## config.mk

```make
export PLATFORM = sky130hd
export DESIGN_NAME = broken_down_time_to_epoch_usec
export DESIGN_NICKNAME = d
export VERILOG_FILES = /design/src/rtl/bdt_pkg.sv /design/src/rtl/broken_down_time_to_epoch_usec.sv /design/src/rtl/bdt_date.sv /design/src/rtl/bdt_secs.sv /design/src/rtl/bdt_scale.sv
export VERILOG_INCLUDE_DIRS = /design/src /design/src/rtl
export SDC_FILE = /design/constraint.sdc
export NUM_CORES = 2
export LEC_CHECK = 0
export ABC_CLOCK_PERIOD_IN_PS = 9100
export CORE_MARGIN = 2
export CORE_UTILIZATION = 60
export DETAILED_ROUTE_END_ITERATION = 8
export DONT_BUFFER_PORTS = 1
export HOLD_SLACK_MARGIN = 0.15
export PLACE_DENSITY_LB_ADDON = 0.3
export SKIP_LAST_GASP = 1
export SYNTH_ARGS = -nofsm -noshare
export SYNTH_HDL_FRONTEND = slang
export SYNTH_SLANG_ARGS = --single-unit
```

## constraint.sdc

```tcl
create_clock -name i_clk -period 9.1 [get_ports i_clk]
set_input_delay 0.455 -clock i_clk [delete_from_list [all_inputs] [get_ports i_clk]]
set_output_delay 0.455 -clock i_clk [all_outputs]
set_load 0.01 [all_outputs]
```

## src/rtl/broken_down_time_to_epoch_usec_macros.svh

```systemverilog
// ----------------------------------------------------------------------------
// broken_down_time_to_epoch_usec assertion macros
// shared concurrent assertion forms for the conversion pipeline
// ----------------------------------------------------------------------------
`ifndef BROKEN_DOWN_TIME_TO_EPOCH_USEC_MACROS_SVH
`define BROKEN_DOWN_TIME_TO_EPOCH_USEC_MACROS_SVH

// same-cycle implication, disabled during reset
`define BDT_ASSERT_IMPLIES(label, clk, rst_n, cond, prop) \
    label: assert property (@(posedge clk) disable iff (!rst_n) (cond) |-> (prop)) \
        else $error("implication check failed");

// next-cycle implication, disabled during reset
`define BDT_ASSERT_NEXT(label, clk, rst_n, cond, prop) \
    label: assert property (@(posedge clk) disable iff (!rst_n) (cond) |=> (prop)) \
        else $error("next-cycle check failed");

`endif

```

## src/rtl/bdt_pkg.sv

```systemverilog
// ----------------------------------------------------------------------------
// bdt_pkg
// types and constants shared by the time conversion pipeline
// ----------------------------------------------------------------------------
package bdt_pkg;

    localparam logic [3:0]         MONTHS       = 4'd12;
    localparam logic [3:0]         MARCH_IDX    = 4'd2;
    localparam logic [5:0]         DIV100_MUL   = 6'd41;
    localparam logic [18:0]        DAYS_PER_YR  = 19'd365;
    localparam logic signed [20:0] DAYS_NEG_YR  = 21'sd365;
    localparam logic signed [20:0] EPOCH_DAY    = 21'sd25508;
    localparam logic [19:0]        USEC_PER_SEC = 20'd1000000;

    // fields that ride along the date and seconds stages
    typedef struct packed {
        logic               op;
        logic               bad;
        logic [19:0]        us;
        logic signed [17:0] off;
    } t_side;

    typedef struct packed {
        t_side              side;
        logic signed [20:0] days;
        logic [4:0]         hr;
        logic [5:0]         mn;
        logic [5:0]         sc;
    } t_days_item;

    typedef struct packed {
        t_side              side;
        logic signed [37:0] secs;
    } t_secs_item;

    // day of the march-based year on which each month starts
    function automatic logic [8:0] month_start(input logic [3:0] mon);
        logic [8:0] d;
        unique case (mon)
            4'd0:    d = 9'd306;
            4'd1:    d = 9'd337;
            4'd2:    d = 9'd0;
            4'd3:    d = 9'd31;
            4'd4:    d = 9'd61;
            4'd5:    d = 9'd92;
            4'd6:    d = 9'd122;
            4'd7:    d = 9'd153;
            4'd8:    d = 9'd184;
            4'd9:    d = 9'd214;
            4'd10:   d = 9'd245;
            4'd11:   d = 9'd275;
            default: d = 9'd0;
        endcase
        return d;
    endfunction

endpackage

```

## src/rtl/broken_down_time_to_epoch_usec.sv

```systemverilog
// ----------------------------------------------------------------------------
// broken_down_time_to_epoch_usec
// gregorian broken-down time to microseconds since 1970-01-01
// ----------------------------------------------------------------------------
// input channel: i_valid / o_ready carry one transaction of calendar fields,
// operation and utc offset; output channel: o_valid / i_ready carry
// o_epoch_usec and o_status, one result per input transaction, in order.
// throughput is one transaction per cycle while i_ready stays high; the
// eight register stages are the year split, the day count, the hour,
// minute and second multiply-adds, the split microsecond scaling, the
// partial sums and the final add.
// each stage holds its own valid bit, so bubbles close up while the
// receiver stalls and input is still taken until every stage is full.
// a bad month or a time before the epoch gives status 1 and a zero time.
// synchronous reset empties the pipeline; no transaction is in flight after.
// ----------------------------------------------------------------------------
`include "broken_down_time_to_epoch_usec_macros.svh"

module broken_down_time_to_epoch_usec (
    input  logic               i_clk,
    input  logic               i_rst_n,
    input  logic               i_valid,
    output logic               o_ready,
    input  logic               i_operation,
    input  logic [9:0]         i_years_since_1900,
    input  logic [3:0]         i_month_index,
    input  logic [4:0]         i_day_of_month,
    input  logic [4:0]         i_hour_of_day,
    input  logic [5:0]         i_minute_of_hour,
    input  logic [5:0]         i_second_of_minute,
    input  logic [19:0]        i_micro_seconds,
    input  logic signed [17:0] i_utc_offset_seconds,
    output logic               o_valid,
    input  logic               i_ready,
    output logic signed [55:0] o_epoch_usec,
    output logic               o_status
);

    logic                days_vld;
    logic                days_rdy;
    bdt_pkg::t_days_item days_item;
    logic                secs_vld;
    logic                secs_rdy;
    bdt_pkg::t_secs_item secs_item;

    bdt_date u_date (
        .i_clk                (i_clk),
        .i_rst_n              (i_rst_n),
        .i_valid              (i_valid),
        .o_ready              (o_ready),
        .i_operation          (i_operation),
        .i_years_since_1900   (i_years_since_1900),
        .i_month_index        (i_month_index),
        .i_day_of_month       (i_day_of_month),
        .i_hour_of_day        (i_hour_of_day),
        .i_minute_of_hour     (i_minute_of_hour),
        .i_second_of_minute   (i_second_of_minute),
        .i_micro_seconds      (i_micro_seconds),
        .i_utc_offset_seconds (i_utc_offset_seconds),
        .o_valid              (days_vld),
        .i_ready              (days_rdy),
        .o_item               (days_item)
    );

    bdt_secs u_secs (
        .i_clk   (i_clk),
        .i_rst_n (i_rst_n),
        .i_valid (days_vld),
        .o_ready (days_rdy),
        .i_item  (days_item),
        .o_valid (secs_vld),
        .i_ready (secs_rdy),
        .o_item  (secs_item)
    );

    bdt_scale u_scale (
        .i_clk        (i_clk),
        .i_rst_n      (i_rst_n),
        .i_valid      (secs_vld),
        .o_ready      (secs_rdy),
        .i_item       (secs_item),
        .o_valid      (o_valid),
        .i_ready      (i_ready),
        .o_epoch_usec (o_epoch_usec),
        .o_status     (o_status)
    );

    // an error result always carries a zero time
    `BDT_ASSERT_IMPLIES(a_err_zero, i_clk, i_rst_n, o_valid && o_status, o_epoch_usec == 56'sd0)
    // an empty output stage means the whole pipeline can take input
    `BDT_ASSERT_IMPLIES(a_empty_ready, i_clk, i_rst_n, !o_valid, o_ready)
    // an empty output with no input leaves the first stage open next cycle
    `BDT_ASSERT_NEXT(a_drain_ready, i_clk, i_rst_n, !o_valid && !i_valid, o_ready)

endmodule

```

## src/rtl/bdt_date.sv

```systemverilog
// ----------------------------------------------------------------------------
// bdt_date
// two stages: march-based year and century split, then day count since epoch
// ----------------------------------------------------------------------------
module bdt_date (
    input  logic                i_clk,
    input  logic                i_rst_n,
    input  logic                i_valid,
    output logic                o_ready,
    input  logic                i_operation,
    input  logic [9:0]          i_years_since_1900,
    input  logic [3:0]          i_month_index,
    input  logic [4:0]          i_day_of_month,
    input  logic [4:0]          i_hour_of_day,
    input  logic [5:0]          i_minute_of_hour,
    input  logic [5:0]          i_second_of_minute,
    input  logic [19:0]         i_micro_seconds,
    input  logic signed [17:0]  i_utc_offset_seconds,
    output logic                o_valid,
    input  logic                i_ready,
    output bdt_pkg::t_days_item o_item
);

    typedef struct packed {
        bdt_pkg::t_side side;
        logic           neg;
        logic [9:0]     yu;
        logic [3:0]     q100;
        logic [8:0]     mstart;
        logic [4:0]     mday;
        logic [4:0]     hr;
        logic [5:0]     mn;
        logic [5:0]     sc;
    } t_year_item;

    logic                r_a_vld;
    t_year_item          r_a;
    t_year_item          n_a;
    logic                r_b_vld;
    bdt_pkg::t_days_item r_b;
    bdt_pkg::t_days_item n_b;
    logic                adv_a;
    logic                adv_b;
    logic                early;
    logic [15:0]         q_prod;
    logic [18:0]         y365;
    logic [2:0]          leap400;
    logic [19:0]         base_u;
    logic signed [20:0]  days_y;

    assign adv_b   = ~r_b_vld | i_ready;
    assign adv_a   = ~r_a_vld | adv_b;
    assign o_ready = adv_a;
    assign o_valid = r_b_vld;
    assign o_item  = r_b;

    // stage a: shift the year to start in march, divide by 100 by reciprocal
    always_comb begin
        early         = i_month_index < bdt_pkg::MARCH_IDX;
        n_a.side.op   = i_operation;
        n_a.side.bad  = i_month_index >= bdt_pkg::MONTHS;
        n_a.side.us   = i_micro_seconds;
        n_a.side.off  = i_utc_offset_seconds;
        n_a.neg       = early && (i_years_since_1900 == 10'd0);
        n_a.yu        = early ? i_years_since_1900 - 10'd1 : i_years_since_1900;
        q_prod        = {6'b0, n_a.yu} * {10'b0, bdt_pkg::DIV100_MUL};
        n_a.q100      = q_prod[15:12];
        n_a.mstart    = bdt_pkg::month_start(i_month_index);
        n_a.mday      = i_day_of_month;
        n_a.hr        = i_hour_of_day;
        n_a.mn        = i_minute_of_hour;
        n_a.sc        = i_second_of_minute;
    end

    // stage b: days since 1 march 1900, then relative to the epoch
    always_comb begin
        y365     = {9'b0, r_a.yu} * bdt_pkg::DAYS_PER_YR;
        leap400  = 3'(({1'b0, r_a.q100} + 5'd3) >> 2);
        base_u   = {1'b0, y365} + {12'b0, r_a.yu[9:2]} + {17'b0, leap400}
                 - {16'b0, r_a.q100};
        days_y   = r_a.neg ? -bdt_pkg::DAYS_NEG_YR : $signed({1'b0, base_u});
        n_b.side = r_a.side;
        n_b.days = days_y + $signed({12'b0, r_a.mstart}) + $signed({16'b0, r_a.mday})
                 - 21'sd1 - bdt_pkg::EPOCH_DAY;
        n_b.hr   = r_a.hr;
        n_b.mn   = r_a.mn;
        n_b.sc   = r_a.sc;
    end

    always_ff @(posedge i_clk) begin
        if (!i_rst_n) begin
            r_a_vld <= 1'b0;
            r_b_vld <= 1'b0;
        end else begin
            if (adv_a) begin
                r_a_vld <= i_valid;
            end
            if (adv_b) begin
                r_b_vld <= r_a_vld;
            end
        end
    end

    always_ff @(posedge i_clk) begin
        if (adv_a) begin
            r_a <= n_a;
        end
        if (adv_b) begin
            r_b <= n_b;
        end
    end

endmodule

```

## src/rtl/bdt_secs.sv

```systemverilog
// ----------------------------------------------------------------------------
// bdt_secs
// three stages folding hour, minute and second into seconds since epoch
// ----------------------------------------------------------------------------
module bdt_secs (
    input  logic                i_clk,
    input  logic                i_rst_n,
    input  logic                i_valid,
    output logic                o_ready,
    input  bdt_pkg::t_days_item i_item,
    output logic                o_valid,
    input  logic                i_ready,
    output bdt_pkg::t_secs_item o_item
);

    logic               r_h_vld;
    logic               r_m_vld;
    logic               r_s_vld;
    bdt_pkg::t_side     r_h_side;
    bdt_pkg::t_side     r_m_side;
    bdt_pkg::t_side     r_s_side;
    logic signed [25:0] r_h;
    logic signed [25:0] n_h;
    logic signed [31:0] r_m;
    logic signed [31:0] n_m;
    logic signed [37:0] r_s;
    logic signed [37:0] n_s;
    logic [5:0]         r_h_mn;
    logic [5:0]         r_h_sc;
    logic [5:0]         r_m_sc;
    logic               adv_h;
    logic               adv_m;
    logic               adv_s;

    assign adv_s   = ~r_s_vld | i_ready;
    assign adv_m   = ~r_m_vld | adv_s;
    assign adv_h   = ~r_h_vld | adv_m;
    assign o_ready = adv_h;
    assign o_valid = r_s_vld;
    assign o_item  = '{side: r_s_side, secs: r_s};

    always_comb begin
        n_h = $signed({{5{i_item.days[20]}}, i_item.days}) * 26'sd24
            + $signed({21'b0, i_item.hr});
        n_m = $signed({{6{r_h[25]}}, r_h}) * 32'sd60 + $signed({26'b0, r_h_mn});
        n_s = $signed({{6{r_m[31]}}, r_m}) * 38'sd60 + $signed({32'b0, r_m_sc});
    end

    always_ff @(posedge i_clk) begin
        if (!i_rst_n) begin
            r_h_vld <= 1'b0;
            r_m_vld <= 1'b0;
            r_s_vld <= 1'b0;
        end else begin
            if (adv_h) begin
                r_h_vld <= i_valid;
            end
            if (adv_m) begin
                r_m_vld <= r_h_vld;
            end
            if (adv_s) begin
                r_s_vld <= r_m_vld;
            end
        end
    end

    always_ff @(posedge i_clk) begin
        if (adv_h) begin
            r_h      <= n_h;
            r_h_side <= i_item.side;
            r_h_mn   <= i_item.mn;
            r_h_sc   <= i_item.sc;
        end
        if (adv_m) begin
            r_m      <= n_m;
            r_m_side <= r_h_side;
            r_m_sc   <= r_h_sc;
        end
        if (adv_s) begin
            r_s      <= n_s;
            r_s_side <= r_m_side;
        end
    end

endmodule

```

## src/rtl/bdt_scale.sv

```systemverilog
// ----------------------------------------------------------------------------
// bdt_scale
// three stages: split microsecond scaling, partial sums, final add and error
// ----------------------------------------------------------------------------
module bdt_scale (
    input  logic                i_clk,
    input  logic                i_rst_n,
    input  logic                i_valid,
    output logic                o_ready,
    input  bdt_pkg::t_secs_item i_item,
    output logic                o_valid,
    input  logic                i_ready,
    output logic signed [55:0]  o_epoch_usec,
    output logic                o_status
);

    logic               r_p_vld;
    logic               r_q_vld;
    logic               r_o_vld;
    logic               r_p_err;
    logic [37:0]        r_p_hi;
    logic [37:0]        r_p_lo;
    logic signed [37:0] r_p_off;
    logic [19:0]        r_p_us;
    logic               r_q_err;
    logic [55:0]        r_q_a;
    logic signed [38:0] r_q_b;
    logic signed [55:0] r_o_usec;
    logic               r_o_status;
    logic               n_p_err;
    logic [37:0]        n_p_hi;
    logic [37:0]        n_p_lo;
    logic signed [37:0] n_p_off;
    logic [55:0]        n_q_a;
    logic signed [38:0] n_q_b;
    logic signed [56:0] sum;
    logic               adv_p;
    logic               adv_q;
    logic               adv_o;

    assign adv_o        = ~r_o_vld | i_ready;
    assign adv_q        = ~r_q_vld | adv_o;
    assign adv_p        = ~r_p_vld | adv_q;
    assign o_ready      = adv_p;
    assign o_valid      = r_o_vld;
    assign o_epoch_usec = r_o_usec;
    assign o_status     = r_o_status;

    always_comb begin
        n_p_err = i_item.side.bad | i_item.secs[37];
        n_p_hi  = {20'b0, i_item.secs[35:18]} * {18'b0, bdt_pkg::USEC_PER_SEC};
        n_p_lo  = {20'b0, i_item.secs[17:0]} * {18'b0, bdt_pkg::USEC_PER_SEC};
        n_p_off = i_item.side.op
                ? $signed({{20{i_item.side.off[17]}}, i_item.side.off})
                  * $signed({18'b0, bdt_pkg::USEC_PER_SEC})
                : 38'sd0;
        n_q_a   = {r_p_hi[37:0], 18'b0} + {18'b0, r_p_lo};
        n_q_b   = $signed({19'b0, r_p_us}) - $signed({r_p_off[37], r_p_off});
        sum     = $signed({1'b0, r_q_a}) + $signed({{18{r_q_b[38]}}, r_q_b});
    end

    always_ff @(posedge i_clk) begin
        if (!i_rst_n) begin
            r_p_vld <= 1'b0;
            r_q_vld <= 1'b0;
            r_o_vld <= 1'b0;
        end else begin
            if (adv_p) begin
                r_p_vld <= i_valid;
            end
            if (adv_q) begin
                r_q_vld <= r_p_vld;
            end
            if (adv_o) begin
                r_o_vld <= r_q_vld;
            end
        end
    end

    always_ff @(posedge i_clk) begin
        if (adv_p) begin
            r_p_err <= n_p_err;
            r_p_hi  <= n_p_hi;
            r_p_lo  <= n_p_lo;
            r_p_off <= n_p_off;
            r_p_us  <= i_item.side.us;
        end
        if (adv_q) begin
            r_q_err <= r_p_err;
            r_q_a   <= n_q_a;
            r_q_b   <= n_q_b;
        end
        if (adv_o) begin
            r_o_usec   <= r_q_err ? 56'sd0 : sum[55:0];
            r_o_status <= r_q_err;
        end
    end

endmodule

```

==> results.toml <==
[run_status]
status = "finished clean"

[route]
drt_iter0_markers = 1404
first_pass_iters = 7
drt_wl_total_mm = 97.2
drc = 0
wire_per_inst_um = 16.5
drtAntennaViolNets = 0
num_vias = 32200
viasPerCell = 5.49

[logic_synthesis]
synth_edf_count = 661
synthFlopType = "edfxtp_1"
yosysWarnings = 0
yosysUniqueCellTypes = 100
synthCells = 4546
seq_area_frac_synth = 0.381
syn_avg_cell_area_um2 = 11.5
synth_nets = 5761
netlist_area_mm2 = 0.0525
ys_ff_latch = 669
synth-async-reset-ratio = 0

[worst_setup_path]
endpoint_kind = "flip-flop"
r2r_cells = 28
ff2ff_setup_slack_ps = 1930
slowest_stage = "edfxtp_1"
startpoint = "u_date.r_a[37]"
r2r-end = "u_date.o_item[37]"
cp.arrival_ps = 7550
worst_setup_path_start_kind = "flip-flop"
cp.required_ps = 9480
critical_path_class = "flip-flop to flip-flop"
max_stage_delay_ps = 610
r2r_start = "u_date.r_a[37]"
crit_fanout = 9

[timing]
post-route-period-util = 0.788
hold_viol = 0
drv_slew = 0
fin_tns_setup_ps = 0
worst_pin_slew_ps = 1090
rsz0062_at_grt = "false"
setup_viol = 0
relSlewSlack = 0.270
clock-skew-final_ps = 51.9
fmax_mhz = 139
period_minus_slack_ps = 7170

[die]
die_height_um = 300
coreArea_mm2 = 0.0868
start_util = 0.605
pin_count = 138
die_x_um = 300
dieArea_mm2 = 0.0898
std_cell_rows = 108

[clocking]
cts.path.max_buffers = 3
clock_latency_ps = 660
clock_sinks = 669
cts_root_buf = "clkbuf_16"
cts_made_buffers = 74
cts_tree = "yes"
htreeDepth = 3
clk_pin_slew_ps = 60
post_cts_resized = 0

[cells_and_area]
nets = 5878
final_common_cell = "inv_1"
area_growth_pct = 8.95
final_core_utilization = 0.659
layout_common_cells = "inv_1 (759), ha_1 (750), edfxtp_1 (661), fa_1 (386), nor2_1 (249)"
fillCellCount = 6500
final_layout_size_suffix_gt1_frac = 0.0394

[hold_path]
hold_start = "i_years_since_1900[1]"
min_to = "u_date.r_a[36]"
hp-class = "primary input to flip-flop"
worstHoldPathCells = 2

[job]
maxCapViolations = 0

[global_routing]
grt_pass1_wl_mm = 163
grt_pass1_vias = 33700
track_usage = 0.222
gr-total-overflow = 0
grt_max_degree = 79
antenna_found_initial = 3

[placement]
hpwl_mm = 74.7
finalWeightedCongestion = 0.860
io_buffers = 0
==> registers in the layout, summed over array words and instances, names as in the netlist, 6 cells and up <==
register and count:
u_secs.r_m_sc 6, u_secs.r_h_side 40, u_date.r_a 29, u_secs.r_m_side 40, u_scale.o_epoch_usec 56, u_scale.r_p_off 32
u_secs.r_h_mn 6, u_secs.r_h_sc 6, u_scale.r_q_b 39, u_scale.r_q_a 50, u_date.n_b 57, u_secs.r_h 26
u_scale.r_p_hi 32, u_scale.r_p_us 20, u_scale.r_p_lo 32, u_secs.o_item 40, u_secs.r_s 37, u_secs.r_m 32
u_date.o_item 78
==> kinds of logic after synthesis <==
| family | after synthesis | synth area share |
|---|---|---|
| and+or+nand+nor | 824 | 0.0790 |
| xor gates and xnor gates | 362 | 0.0610 |
| buffers and inverters | 814 | 0.0589 |
| adders and majority gates | 1136 | 0.326 |
| muxes | 12 | 0.00236 |
| DFF | 669 | 0.381 |
| AOI/OAI and AO/OA | 729 | 0.0912 |
==> cell type report <==
class,count,area (µm²),area share
Antenna cell,1,2.50,0.0000438
Clock buffer,90,1940,0.0340
Clock inverter,44,617,0.0108
Inverter,765,2880,0.0503
Multi-Input combinational cell,3063,29400,0.514
Sequential cell,669,20000,0.350
Tap cell,1155,1450,0.0253
Timing Repair Buffer,90,878,0.0154
==> critical path: cells and delay by family, from the launching register on <==
kind / cells / cell delay (ps)
adders and majority gates: 8 / 2880
AOI/OAI and AO/OA: 7 / 1710
and+or+nand+nor: 6 / 800
DFF: 1 / 610
buffers and inverters: 5 / 560
xor gates and xnor gates: 2 / 340
==> timing repair <==
| item | in CTS | in global routing |
|---|---|---|
| buffers inserted | 0 | 0 |
| hold endpoints to repair | 89 | 0 |
| hold buffers | 81 | 0 |
| endpoints found under the setup margin | 0 | 0 |
==> how the worst max path moves through the flow <==
stage,end,slack [ps],depth (start not counted)
floorplan,u_date.o_item[37],2420,24
global placement,u_date.o_item[37],2020,24
detailed placement,u_date.o_item[37],1930,24
CTS,u_date.o_item[37],1900,28
global route,u_date.o_item[37],1340,28
finish,u_date.o_item[37],1930,28
==> cell usage after synthesis, drive strengths merged (34+ instances only) <==
cell / instances / area (µm²)
clkbuf: 46 / 204
nor3: 71 / 360
nor2: 249 / 935
nand3: 59 / 313
xor2: 117 / 1020
inv: 764 / 2870
edfxtp: 661 / 19800
and2: 34 / 214
fa: 386 / 7730
a21o: 110 / 826
o21bai: 38 / 285
o21ai: 149 / 749
and3: 34 / 218
a21oi: 201 / 1010
o21a: 51 / 383
nand2: 155 / 584
nand4: 39 / 244
nor2b: 53 / 339
ha: 750 / 9380
xnor2: 243 / 2130
==> per-stage QoR <==
stage / cell area, µm² / hold WS (ps) / setup WS [ps] / std cells
after global routing: 57200 / 183 / 1340 / 5877
after CTS: 57200 / 154 / 1900 / 5876
after global placement: 53800 / 401 / 2020 / 5661
final: 57200 / 195 / 1930 / 5877
after detailed placement: 53800 / 405 / 1930 / 5661
after floorplan: 52500 / 400 / 2420 / 4546
==> routing by layer <==
layer / routed length, µm / global-route usage
met1: 41600 / 0.271
met2: 49700 / 0.412
met3: 3140 / 0.0277
met4: 2690 / 0.0652
met5: 13 / 0
Power is not shown: default switching activity piles up to over one toggle a cycle in this logic, so the estimate is an artifact.
